$ cat src/design/mkde_pkg.sv
// ----------------------------------------------------------------------------
// mkde_pkg
// Shared constants for the multi-key debounce event block.
// ----------------------------------------------------------------------------
package mkde_pkg;

  localparam int unsigned KEYS_DEFAULT = 5;
  localparam int unsigned CNT_W        = 8;
  localparam logic [CNT_W-1:0] CNT_MAX   = {CNT_W{1'b1}};
  localparam logic [CNT_W-1:0] MIN_RESET = CNT_W'(4);

endpackage

$ cat src/design/mkde_lane.sv
// ----------------------------------------------------------------------------
// mkde_lane
// Press counter and held flag of one key, with its fire candidate.
// ----------------------------------------------------------------------------
module mkde_lane (
  input  logic                       clk_i,
  input  logic                       rst_ni,
  input  logic                       step_i,
  input  logic                       pressed_i,
  input  logic [mkde_pkg::CNT_W-1:0] press_min_i,
  output logic                       cand_o
);

  logic [mkde_pkg::CNT_W-1:0] cnt_q, cnt_d, cnt_inc;
  logic                       held_q, held_d;

  assign cnt_inc = (cnt_q == mkde_pkg::CNT_MAX) ? cnt_q : cnt_q + 1'b1;
  assign cand_o  = pressed_i && !held_q && (cnt_inc >= press_min_i);

  always_comb begin
    cnt_d  = cnt_q;
    held_d = held_q;
    if (step_i) begin
      if (!pressed_i) begin
        cnt_d  = '0;
        held_d = 1'b0;
      end else if (cand_o) begin
        cnt_d  = '0;
        held_d = 1'b1;
      end else begin
        cnt_d  = cnt_inc;
      end
    end
  end

  always_ff @(posedge clk_i or negedge rst_ni) begin
    if (!rst_ni) begin
      cnt_q  <= '0;
      held_q <= 1'b0;
    end else begin
      cnt_q  <= cnt_d;
      held_q <= held_d;
    end
  end

endmodule

$ cat src/design/mkde_merge.sv
// ----------------------------------------------------------------------------
// mkde_merge
// Priority merge of the lane candidates into an event code and update mask.
// ----------------------------------------------------------------------------
module mkde_merge #(
  parameter int unsigned NUM_KEYS = mkde_pkg::KEYS_DEFAULT,
  parameter int unsigned EVENT_W  = $clog2(NUM_KEYS + 1)
) (
  input  logic [NUM_KEYS-1:0] cand_i,
  output logic [NUM_KEYS-1:0] upd_mask_o,
  output logic [EVENT_W-1:0]  event_o
);

  logic [NUM_KEYS:0] below;

  // A lane is updated when no lane of lower index fires.
  always_comb begin
    below[0] = 1'b0;
    for (int i = 0; i < NUM_KEYS; i++) begin
      below[i+1]    = below[i] | cand_i[i];
      upd_mask_o[i] = !below[i];
    end
  end

  always_comb begin
    event_o = EVENT_W'(NUM_KEYS);
    for (int i = NUM_KEYS - 1; i >= 0; i--) begin
      if (cand_i[i]) begin
        event_o = EVENT_W'(i);
      end
    end
  end

endmodule

$ cat src/design/multi_key_debounce_event.sv
// ----------------------------------------------------------------------------
// multi_key_debounce_event
// Counter-based debouncer for several keys that reports one key event per
// sample word.
// ----------------------------------------------------------------------------
// Each input word is one sample of the key bits and yields one output word:
// the index of the lowest key that completed press_minimum consecutive
// pressed samples while not already held, or NUM_KEYS when no key fired.
// Keys above the firing key keep their state for that sample. The block
// takes one word per clock cycle while the output side is not stalled, and
// registers the event code; every key has its own counter lane, and a
// priority stage picks the winning lane in the same cycle. A word is
// accepted whenever the output register is empty or is being read.
module multi_key_debounce_event #(
  parameter int unsigned NUM_KEYS = mkde_pkg::KEYS_DEFAULT,
  parameter int unsigned EVENT_W  = $clog2(NUM_KEYS + 1),
  parameter int unsigned IN_W     = ((NUM_KEYS + 7) / 8) * 8,
  parameter int unsigned OUT_W    = ((EVENT_W + 7) / 8) * 8
) (
  input  logic                       clk_i,
  input  logic                       rst_ni,
  input  logic                       cfg_we_i,
  input  logic [mkde_pkg::CNT_W-1:0] cfg_wdata_i,
  input  logic                       s_axis_tvalid,
  output logic                       s_axis_tready,
  input  logic [IN_W-1:0]            s_axis_tdata,  // key_bits
  output logic                       m_axis_tvalid,
  input  logic                       m_axis_tready,
  output logic [OUT_W-1:0]           m_axis_tdata   // key_event
);

  logic [mkde_pkg::CNT_W-1:0] press_min_q;
  logic [NUM_KEYS-1:0]        cand, upd_mask, step;
  logic [EVENT_W-1:0]         event_w;
  logic [EVENT_W-1:0]         event_q;
  logic                       out_valid_q;
  logic                       accept;

  assign s_axis_tready = !out_valid_q || m_axis_tready;
  assign accept        = s_axis_tvalid && s_axis_tready;

  always_ff @(posedge clk_i or negedge rst_ni) begin
    if (!rst_ni) begin
      press_min_q <= mkde_pkg::MIN_RESET;
    end else if (cfg_we_i) begin
      press_min_q <= cfg_wdata_i;
    end
  end

  for (genvar g = 0; g < NUM_KEYS; g++) begin : g_lane
    mkde_lane u_lane (
      .clk_i       (clk_i),
      .rst_ni      (rst_ni),
      .step_i      (step[g]),
      .pressed_i   (s_axis_tdata[g]),
      .press_min_i (press_min_q),
      .cand_o      (cand[g])
    );
  end

  mkde_merge #(
    .NUM_KEYS (NUM_KEYS),
    .EVENT_W  (EVENT_W)
  ) u_merge (
    .cand_i     (cand),
    .upd_mask_o (upd_mask),
    .event_o    (event_w)
  );

  assign step = upd_mask & {NUM_KEYS{accept}};

  always_ff @(posedge clk_i or negedge rst_ni) begin
    if (!rst_ni) begin
      out_valid_q <= 1'b0;
    end else if (accept) begin
      out_valid_q <= 1'b1;
    end else if (m_axis_tready) begin
      out_valid_q <= 1'b0;
    end
  end

  always_ff @(posedge clk_i) begin
    if (accept) begin
      event_q <= event_w;
    end
  end

  assign m_axis_tvalid = out_valid_q;
  assign m_axis_tdata  = OUT_W'(event_q);

  a_event_range: assert property (@(posedge clk_i) disable iff (!rst_ni)
    m_axis_tvalid |-> (event_q <= EVENT_W'(NUM_KEYS)))
    else $error("key event code out of range");

  a_one_winner: assert property (@(posedge clk_i) disable iff (!rst_ni)
    $onehot0(step & cand))
    else $error("more than one lane fired on one sample");

  a_accept_shows: assert property (@(posedge clk_i) disable iff (!rst_ni)
    accept |=> m_axis_tvalid)
    else $error("accepted sample produced no output word");

endmodule

$ cat config.mk
export PLATFORM = sky130hd
export DESIGN_NAME = multi_key_debounce_event
export DESIGN_NICKNAME = d
export VERILOG_FILES = /design/src/design/mkde_pkg.sv /design/src/design/mkde_lane.sv /design/src/design/mkde_merge.sv /design/src/design/multi_key_debounce_event.sv
export SDC_FILE = /design/constraint.sdc
export NUM_CORES = 1
export LEC_CHECK = 0
export BUFFER_PORTS_ARGS = -buffer_cell sky130_fd_sc_hd__buf_2
export CAP_MARGIN = 20
export CORE_MARGIN = 1
export CORE_UTILIZATION = 55
export CTS_CLUSTER_DIAMETER = 50
export DETAILED_ROUTE_END_ITERATION = 8
export PLACE_DENSITY = 0.77
export SETUP_SLACK_MARGIN = 0.1
export SLEW_MARGIN = 20
export SYNTH_ARGS = -nofsm -noshare
export SYNTH_HDL_FRONTEND = slang
export SYNTH_SLANG_ARGS = --single-unit
export TNS_END_PERCENT = 30
$ cat constraint.sdc
create_clock -name clk_i -period 3.55 [get_ports clk_i]
set_clock_uncertainty 0.2 [all_clocks]
set_input_delay 0.1775 -clock clk_i [delete_from_list [all_inputs] [get_ports clk_i]]
set_output_delay 0.1775 -clock clk_i [all_outputs]
set_load 0.01 [all_outputs]
==> results of run 1 <==
[where the power goes]
part	total, mW	internal (mW)	switching, mW
sequential	0.806	0.726	0.0800
combinational	0.843	0.397	0.446
clock	0.681	0.393	0.288
total	2.33	1.52	0.813
[critical path: stages (launching register included)]
cell and delay [ps]:
sky130_fd_sc_hd__dfrtp_1 400, sky130_fd_sc_hd__ha_2 220, sky130_fd_sc_hd__and3_4 210, sky130_fd_sc_hd__nand3_4 130, sky130_fd_sc_hd__mux2_4 360, sky130_fd_sc_hd__ha_4 210
sky130_fd_sc_hd__a2111o_1 460, sky130_fd_sc_hd__a31oi_4 270, sky130_fd_sc_hd__buf_4 170, sky130_fd_sc_hd__nand3_4 90, sky130_fd_sc_hd__buf_6 180, sky130_fd_sc_hd__buf_4 150
sky130_fd_sc_hd__a31oi_1 190, sky130_fd_sc_hd__a2bb2oi_1 200
[layer usage]
layer  share of wire (%)  global-route usage [%]  vias to the layer above
li1                    -                       -                     1919
met1                  44                    36.2                     1951
met2                  48                    43.5                      130
met3                 5.2                    3.81                       28
met4                 2.7                    13.4                        0
met5                   0                       0                        -
[sequential cells by signal, summed over array words and instances, names as in the netlist]
| name | cells |
|---|---|
| g_lane.u_lane.cnt_q | 40 |
| press_min_q | 8 |
| g_lane.u_lane.held_q | 5 |
| event_q | 3 |
| m_axis_tvalid | 1 |
[stage by stage]
step / setup TNS (ps) / instance area, um^2 / instances
after floorplan: 0 / 4280 / 469
after global placement: -72.0 / 4610 / 599
after detailed placement: -59.2 / 4610 / 599
after CTS: 0 / 5140 / 644
after global routing: -115 / 5510 / 656
final: 0 / 5510 / 656
[what timing repair did]
action                                  in CTS  in global routing
cloned                                       0                  1
hold buffers                                29                  0
pin swaps                                    1                 18
setup buffers                                0                 11
endpoints found under the hold margin       43                  0
endpoints found under the setup margin      27                 44
gates resized for setup                      5                 61
[placed cells by master, fill, tap and decap left out, types with 6 or more instances in the layout]
cell                             n
sky130_fd_sc_hd__clkbuf_8        9
sky130_fd_sc_hd__o21ai_0        27
sky130_fd_sc_hd__dfrtp_1        52
sky130_fd_sc_hd__nand4_1        11
sky130_fd_sc_hd__a21oi_1         9
sky130_fd_sc_hd__nand2_1        40
sky130_fd_sc_hd__inv_1          20
sky130_fd_sc_hd__nand2b_1       10
sky130_fd_sc_hd__ha_1           39
sky130_fd_sc_hd__nand3_1        27
sky130_fd_sc_hd__xnor2_1         9
sky130_fd_sc_hd__buf_2          22
sky130_fd_sc_hd__o31ai_1         8
sky130_fd_sc_hd__and3_1         11
sky130_fd_sc_hd__buf_4          32
sky130_fd_sc_hd__o21a_1         12
sky130_fd_sc_hd__xor2_1          6
sky130_fd_sc_hd__dlygate4sd3_1  29
sky130_fd_sc_hd__nor2_1         30
sky130_fd_sc_hd__nor2b_1         6
sky130_fd_sc_hd__a22o_1         17
[how the worst min path moves through the flow]
stage / from / endpoint / cells past startpoint
2_1_floorplan: rst_ni / g_lane[0].u_lane.cnt_q[0] / 0
3_3_place_gp: rst_ni / g_lane[0].u_lane.cnt_q[0] / 1
3_5_place_dp: rst_ni / g_lane[0].u_lane.cnt_q[0] / 1
4_1_cts: cfg_we_i / press_min_q[0] / 2
5_1_grt: s_axis_tdata[2] / g_lane[2].u_lane.cnt_q[4] / 4
6_report: s_axis_tdata[2] / g_lane[2].u_lane.cnt_q[4] / 4
[cell families (layout without fill, tap and decap cells)]
kind of cell,after synthesis,count (layout)
flops,57,57
fa+ha+maj,45,45
simple gates,175,176
buf+inv,36,123
xor+xnor,16,16
compound gates,125,125
mux,10,10
other cells,1,5
[layout make-up]
class	count	area, um^2
Sequential cell	57	1440
Clock inverter	7	93.8
Tap cell	99	124
Multi-Input combinational cell	377	2960
Clock buffer	9	124
Inverter	20	75.1
Fill cell	499	1860
Timing Repair Buffer	87	686
==> results.cfg, run 1 <==
[synth]
synth-seq-area-share_pct = 33.9
area_share_of_the_largest_cell_type_after_synthesis_pct = 31.1
postSynthCellCount = 465
synth_common_cells = sky130_fd_sc_hd__dfrtp_1 (53), sky130_fd_sc_hd__ha_1 (45), sky130_fd_sc_hd__nand2_1 (40)
average_size_of_a_mapped_cell_um2 = 9.16
synth.distinct_cells = 60
synthMuxAreaShare_pct = 2.53
leading_post_synthesis_cells_by_cell_area = sky130_fd_sc_hd__dfrtp_1 (31%), sky130_fd_sc_hd__ha_1 (13%), sky130_fd_sc_hd__o21ai_0 (4.0%)
ys_async_sr_fraction_pct = 94.7
simple_gate_fraction_of_synth_area_pct = 21.1
syn_area_um2 = 4260
synthAdderAreaFrac_pct = 13.2
synth_top_area_cell = sky130_fd_sc_hd__dfrtp_1
yosys.cell_count.top_type = sky130_fd_sc_hd__dfrtp_1
synth_top_family_by_area = compound AO/OA/AOI/OAI gates
synth-edff-count = 3
synth-seq-cells = 57
synth_top_flop_cell = sky130_fd_sc_hd__dfrtp_1
synth-compound-area-share_pct = 22.1
post_synth_xor_area_fraction_pct = 3.29
yosys_warnings = 0

[detailed_routing]
drt-pass1-iter-count = 5
detail_route.drc_violations = 0
drt_first_iter_violations = 334
drt-total-wl_um = 11600
route.detailed.wl_per_inst_um = 17.7
vias_per_std_cell = 6.14
detail-route-antenna-nets = 0
routed-via-count = 4028

[critical_path]
setup.worst_path.start_class = register
r2r.worst_path.cells = 13
end_kind = register
crit_end = g_lane[2].u_lane.held_q
r2r_setup_slack_ps = 30
worst-endpoint-required_ps = 3620
worst-endpoint-arrival_ps = 3590
criticalPathCategory = register to register
crit_path_start = g_lane[1].u_lane.cnt_q[1]
timing.rr.start = g_lane[1].u_lane.cnt_q[1]
timing.rr.end = g_lane[2].u_lane.held_q
critPathMaxFanout = 5

[timing]
rsz0062_at_grt = true
maxClockFrequency_mhz = 284
fin_worst_hold_slack_ps = 35.7
min_period_over_period_pct = 99.1
setup_slack_ps = 31.4
total_setup_violations_reported_at_the_end_of_the_flow = 0
timing.final.max_slew_violations = 0
worstMarginPinSlew_ps = 881
slew_headroom_pct = 40.3
final_hold_viol_count = 0
finalWorstPathRequiredPeriod_ps = 3520

[clock_network]
cts.reportedPaths.clkPinSlew_ps = 70
htree_num_levels = 3
cts_buffers = 9
cts-root-buf = sky130_fd_sc_hd__clkbuf_8
cts_tree = yes
ctsLongestPathBuffers = 2
cts_sinks = 57
worst_skew_pair.late_latency_ps = 360

[pwr]
power.density_nw_per_um2 = 423
power_mw = 2.33
leakagePower_nw = 2.57
vdd.ir_drop.worst_uv = 251

[global_routing]
largest_net_degree_at_the_start_of_global_routing = 30
first_global_vias = 3735
grt_antenna_before_repair = 0
grt_pass1_wl_um = 17600
grt_util_all_layers_pct = 27.2
grt_overflow_total = 0

[layout]
finish.utilization_pct = 74.7
ratio_of_cells_with_drive_above_1_in_the_final_layout_pct = 23.0
nets = 618
antenna_cells_inserted = 0
synthToLayoutAreaGrowth_pct = 29.2

[die]
rows = 31
boundaryPins = 31
core_area_um2 = 7370
chipHeight_um = 90.0
initial_utilization_pct = 57.8
die-width_um = 90.0
die_area_um2 = 8100

[placement]
port_buffers = 22
placement.setup.worst_slack_ps = -37.8
place_hpwl_um = 7270
gpl.final_weighted_congestion = 0.893

[worst_hold_path]
hold_class = input pin to register

[job]
maxCapViolCount = 0

[status]
run_status = finished, final reports clean
Note: power is estimated with default switching activity, not from simulation.
==> run 2: changes to the inputs <==
CORE_UTILIZATION = 29   (was 55)
PLACE_DENSITY = default   (was 0.77)
==> run 2 against run 1 <==
Effect of this change:
- maximum frequency increased by 1.1%
- highest routed layer unchanged
- setup slack improved by 37 ps
- routed wire length decreased by 2.0%
- largest cell class unchanged
- largest power group unchanged
==> results.cfg, run 2 (synthesized netlist as in run 1, its figures left out) <==
[status]
run_status = finished, final reports clean

[critical_path]
worst-endpoint-required_ps = 3580
end_kind = register
setup.worst_path.start_class = register
critPathMaxFanout = 7
criticalPathCategory = register to register
worst-endpoint-arrival_ps = 3510

[detailed_routing]
routed-via-count = 3964
detail_route.drc_violations = 0
drt-pass1-iter-count = 4
route.detailed.wl_per_inst_um = 15.5
met3RoutedLength_um = 559
drt_first_iter_violations = 263
wl_met1_um = 5200
vias_per_std_cell = 5.38
topRoutingLayerUsed = met4
drt-total-wl_um = 11400
detail-route-antenna-nets = 0
wl_met2_um = 5460

[placement]
gpl.final_weighted_congestion = 0.854
port_buffers = 22
dpl-instance-area_um2 = 4720
place_hpwl_um = 7610

[global_routing]
grt_overflow_total = 0
grt_antenna_before_repair = 0
largest_net_degree_at_the_start_of_global_routing = 40
grt_pass1_wl_um = 18100
grt_util_all_layers_pct = 15.6
first_global_vias = 3769

[layout]
layout_common_cells = sky130_fd_sc_hd__dfrtp_1 (51), sky130_fd_sc_hd__ha_1 (39), sky130_fd_sc_hd__nand2_1 (38)
synthToLayoutAreaGrowth_pct = 32.8
finish.utilization_pct = 40.1
multi_input_area_um2 = 2940
regMostFlops = g_lane.u_lane.cnt_q
nets = 618
seqCellArea_um2 = 1450
final_design_area_no_fill_um2 = 5660
final.fill_count = 1389
commonest_non_fill_non_tap_cell_in_the_layout = sky130_fd_sc_hd__dfrtp_1
registers_with_the_most_flip_flops = g_lane.u_lane.cnt_q: 40 flops, press_min_q: 8 flops, g_lane.u_lane.held_q: 5 flops
antenna_cells_inserted = 0
ratio_of_cells_with_drive_above_1_in_the_final_layout_pct = 23.0
largest_register_ffs = 40

[timing]
finalWorstPathRequiredPeriod_ps = 3480
worstMarginPinSlew_ps = 972
fin_worst_hold_slack_ps = 50.0
slew_headroom_pct = 35.2
rsz0062_at_grt = true
min_period_over_period_pct = 98.1
total_setup_violations_reported_at_the_end_of_the_flow = 0
timing.final.max_slew_violations = 0
maxClockFrequency_mhz = 287
final_hold_viol_count = 0
tns_ps = 0

[die]
chipHeight_um = 123
rows = 43
boundaryPins = 31
die-width_um = 123
core_area_um2 = 14100
die_area_um2 = 15200
initial_utilization_pct = 30.2

[pwr]
power.density_nw_per_um2 = 429
vdd.ir_drop.worst_uv = 247
leakagePower_nw = 2.59
power_mw = 2.43

[clock_network]
cts-root-buf = sky130_fd_sc_hd__clkbuf_16
cts_buffers = 9
cts_tree = yes
htree_num_levels = 3
worst_skew_pair.late_latency_ps = 340
ctsLongestPathBuffers = 2
cts_sinks = 57
cts.reportedPaths.clkPinSlew_ps = 50

[worst_hold_path]
hold_class = input pin to register

[job]
maxCapViolCount = 0
-- run 2: path summary, 6_finish.rpt --
check | startpoint | end | slack [ps] | cells after the start
setup reg to reg | g_lane[1].u_lane.cnt_q[1] | g_lane[3].u_lane.cnt_q[5] | 70 | 13
hold / removal | s_axis_tdata[2] | g_lane[2].u_lane.cnt_q[4] | 50 | 4
max in group asynchronous | rst_ni | g_lane[1].u_lane.cnt_q[1] | 1990 | 3
min in group asynchronous | rst_ni | g_lane[0].u_lane.cnt_q[5] | 350 | 2
setup / recovery | g_lane[1].u_lane.cnt_q[1] | g_lane[3].u_lane.cnt_q[5] | 70 | 13
hold reg to reg | g_lane[1].u_lane.held_q | g_lane[1].u_lane.held_q | 330 | 1
-- run 2: repair_timing --
action | in CTS | in global routing
gates cloned | 0 | 1
pin swaps | 4 | 13
hold buffers | 29 | 0
buffers inserted | 1 | 8
resized for setup | 9 | 55
endpoints found under the hold margin | 54 | 0
setup endpoints to repair | 29 | 38
-- run 2: cell type report --
class | count | area share [%]
tap | 180 | 3.98
clock inverter | 3 | 0.265
sequential | 57 | 25.5
timing repair buffer | 87 | 12.4
multi-input combinational | 377 | 51.9
clock buffer | 13 | 4.60
inverter | 20 | 1.33
-- run 2: report_power, final --
group	total, mW	leakage [nW]	internal, mW	switching [mW]
sequential	0.804	0.742	0.729	0.0747
combinational	0.811	1.70	0.396	0.416
clock	0.811	0.139	0.506	0.305
-- run 2: critical path: stages, from the launching register on --
cell	delay, ps
sky130_fd_sc_hd__dfrtp_2	400
sky130_fd_sc_hd__ha_4	150
sky130_fd_sc_hd__and3_4	210
sky130_fd_sc_hd__nand3_4	110
sky130_fd_sc_hd__buf_12	160
sky130_fd_sc_hd__xnor2_4	150
sky130_fd_sc_hd__ha_1	250
sky130_fd_sc_hd__nand2b_4	140
sky130_fd_sc_hd__a2111o_1	420
sky130_fd_sc_hd__a31oi_4	330
sky130_fd_sc_hd__buf_6	150
sky130_fd_sc_hd__nand4_4	180
sky130_fd_sc_hd__a31o_2	300
sky130_fd_sc_hd__a22o_1	220
-- run 2: metrics by stage --
stage	instances	worst slack [ps]
global placement	682	47.0
finish	737	68.9
CTS	728	74.2
floorplan	469	174
global route	737	-15.4
detailed placement	682	-1.88
-- run 2: routing by layer --
metal	GRT usage [%]	up-vias
li1	-	1916
met1	19.2	1934
met2	25.5	99
met3	3.92	15
met4	7.38	0
met5	0	-
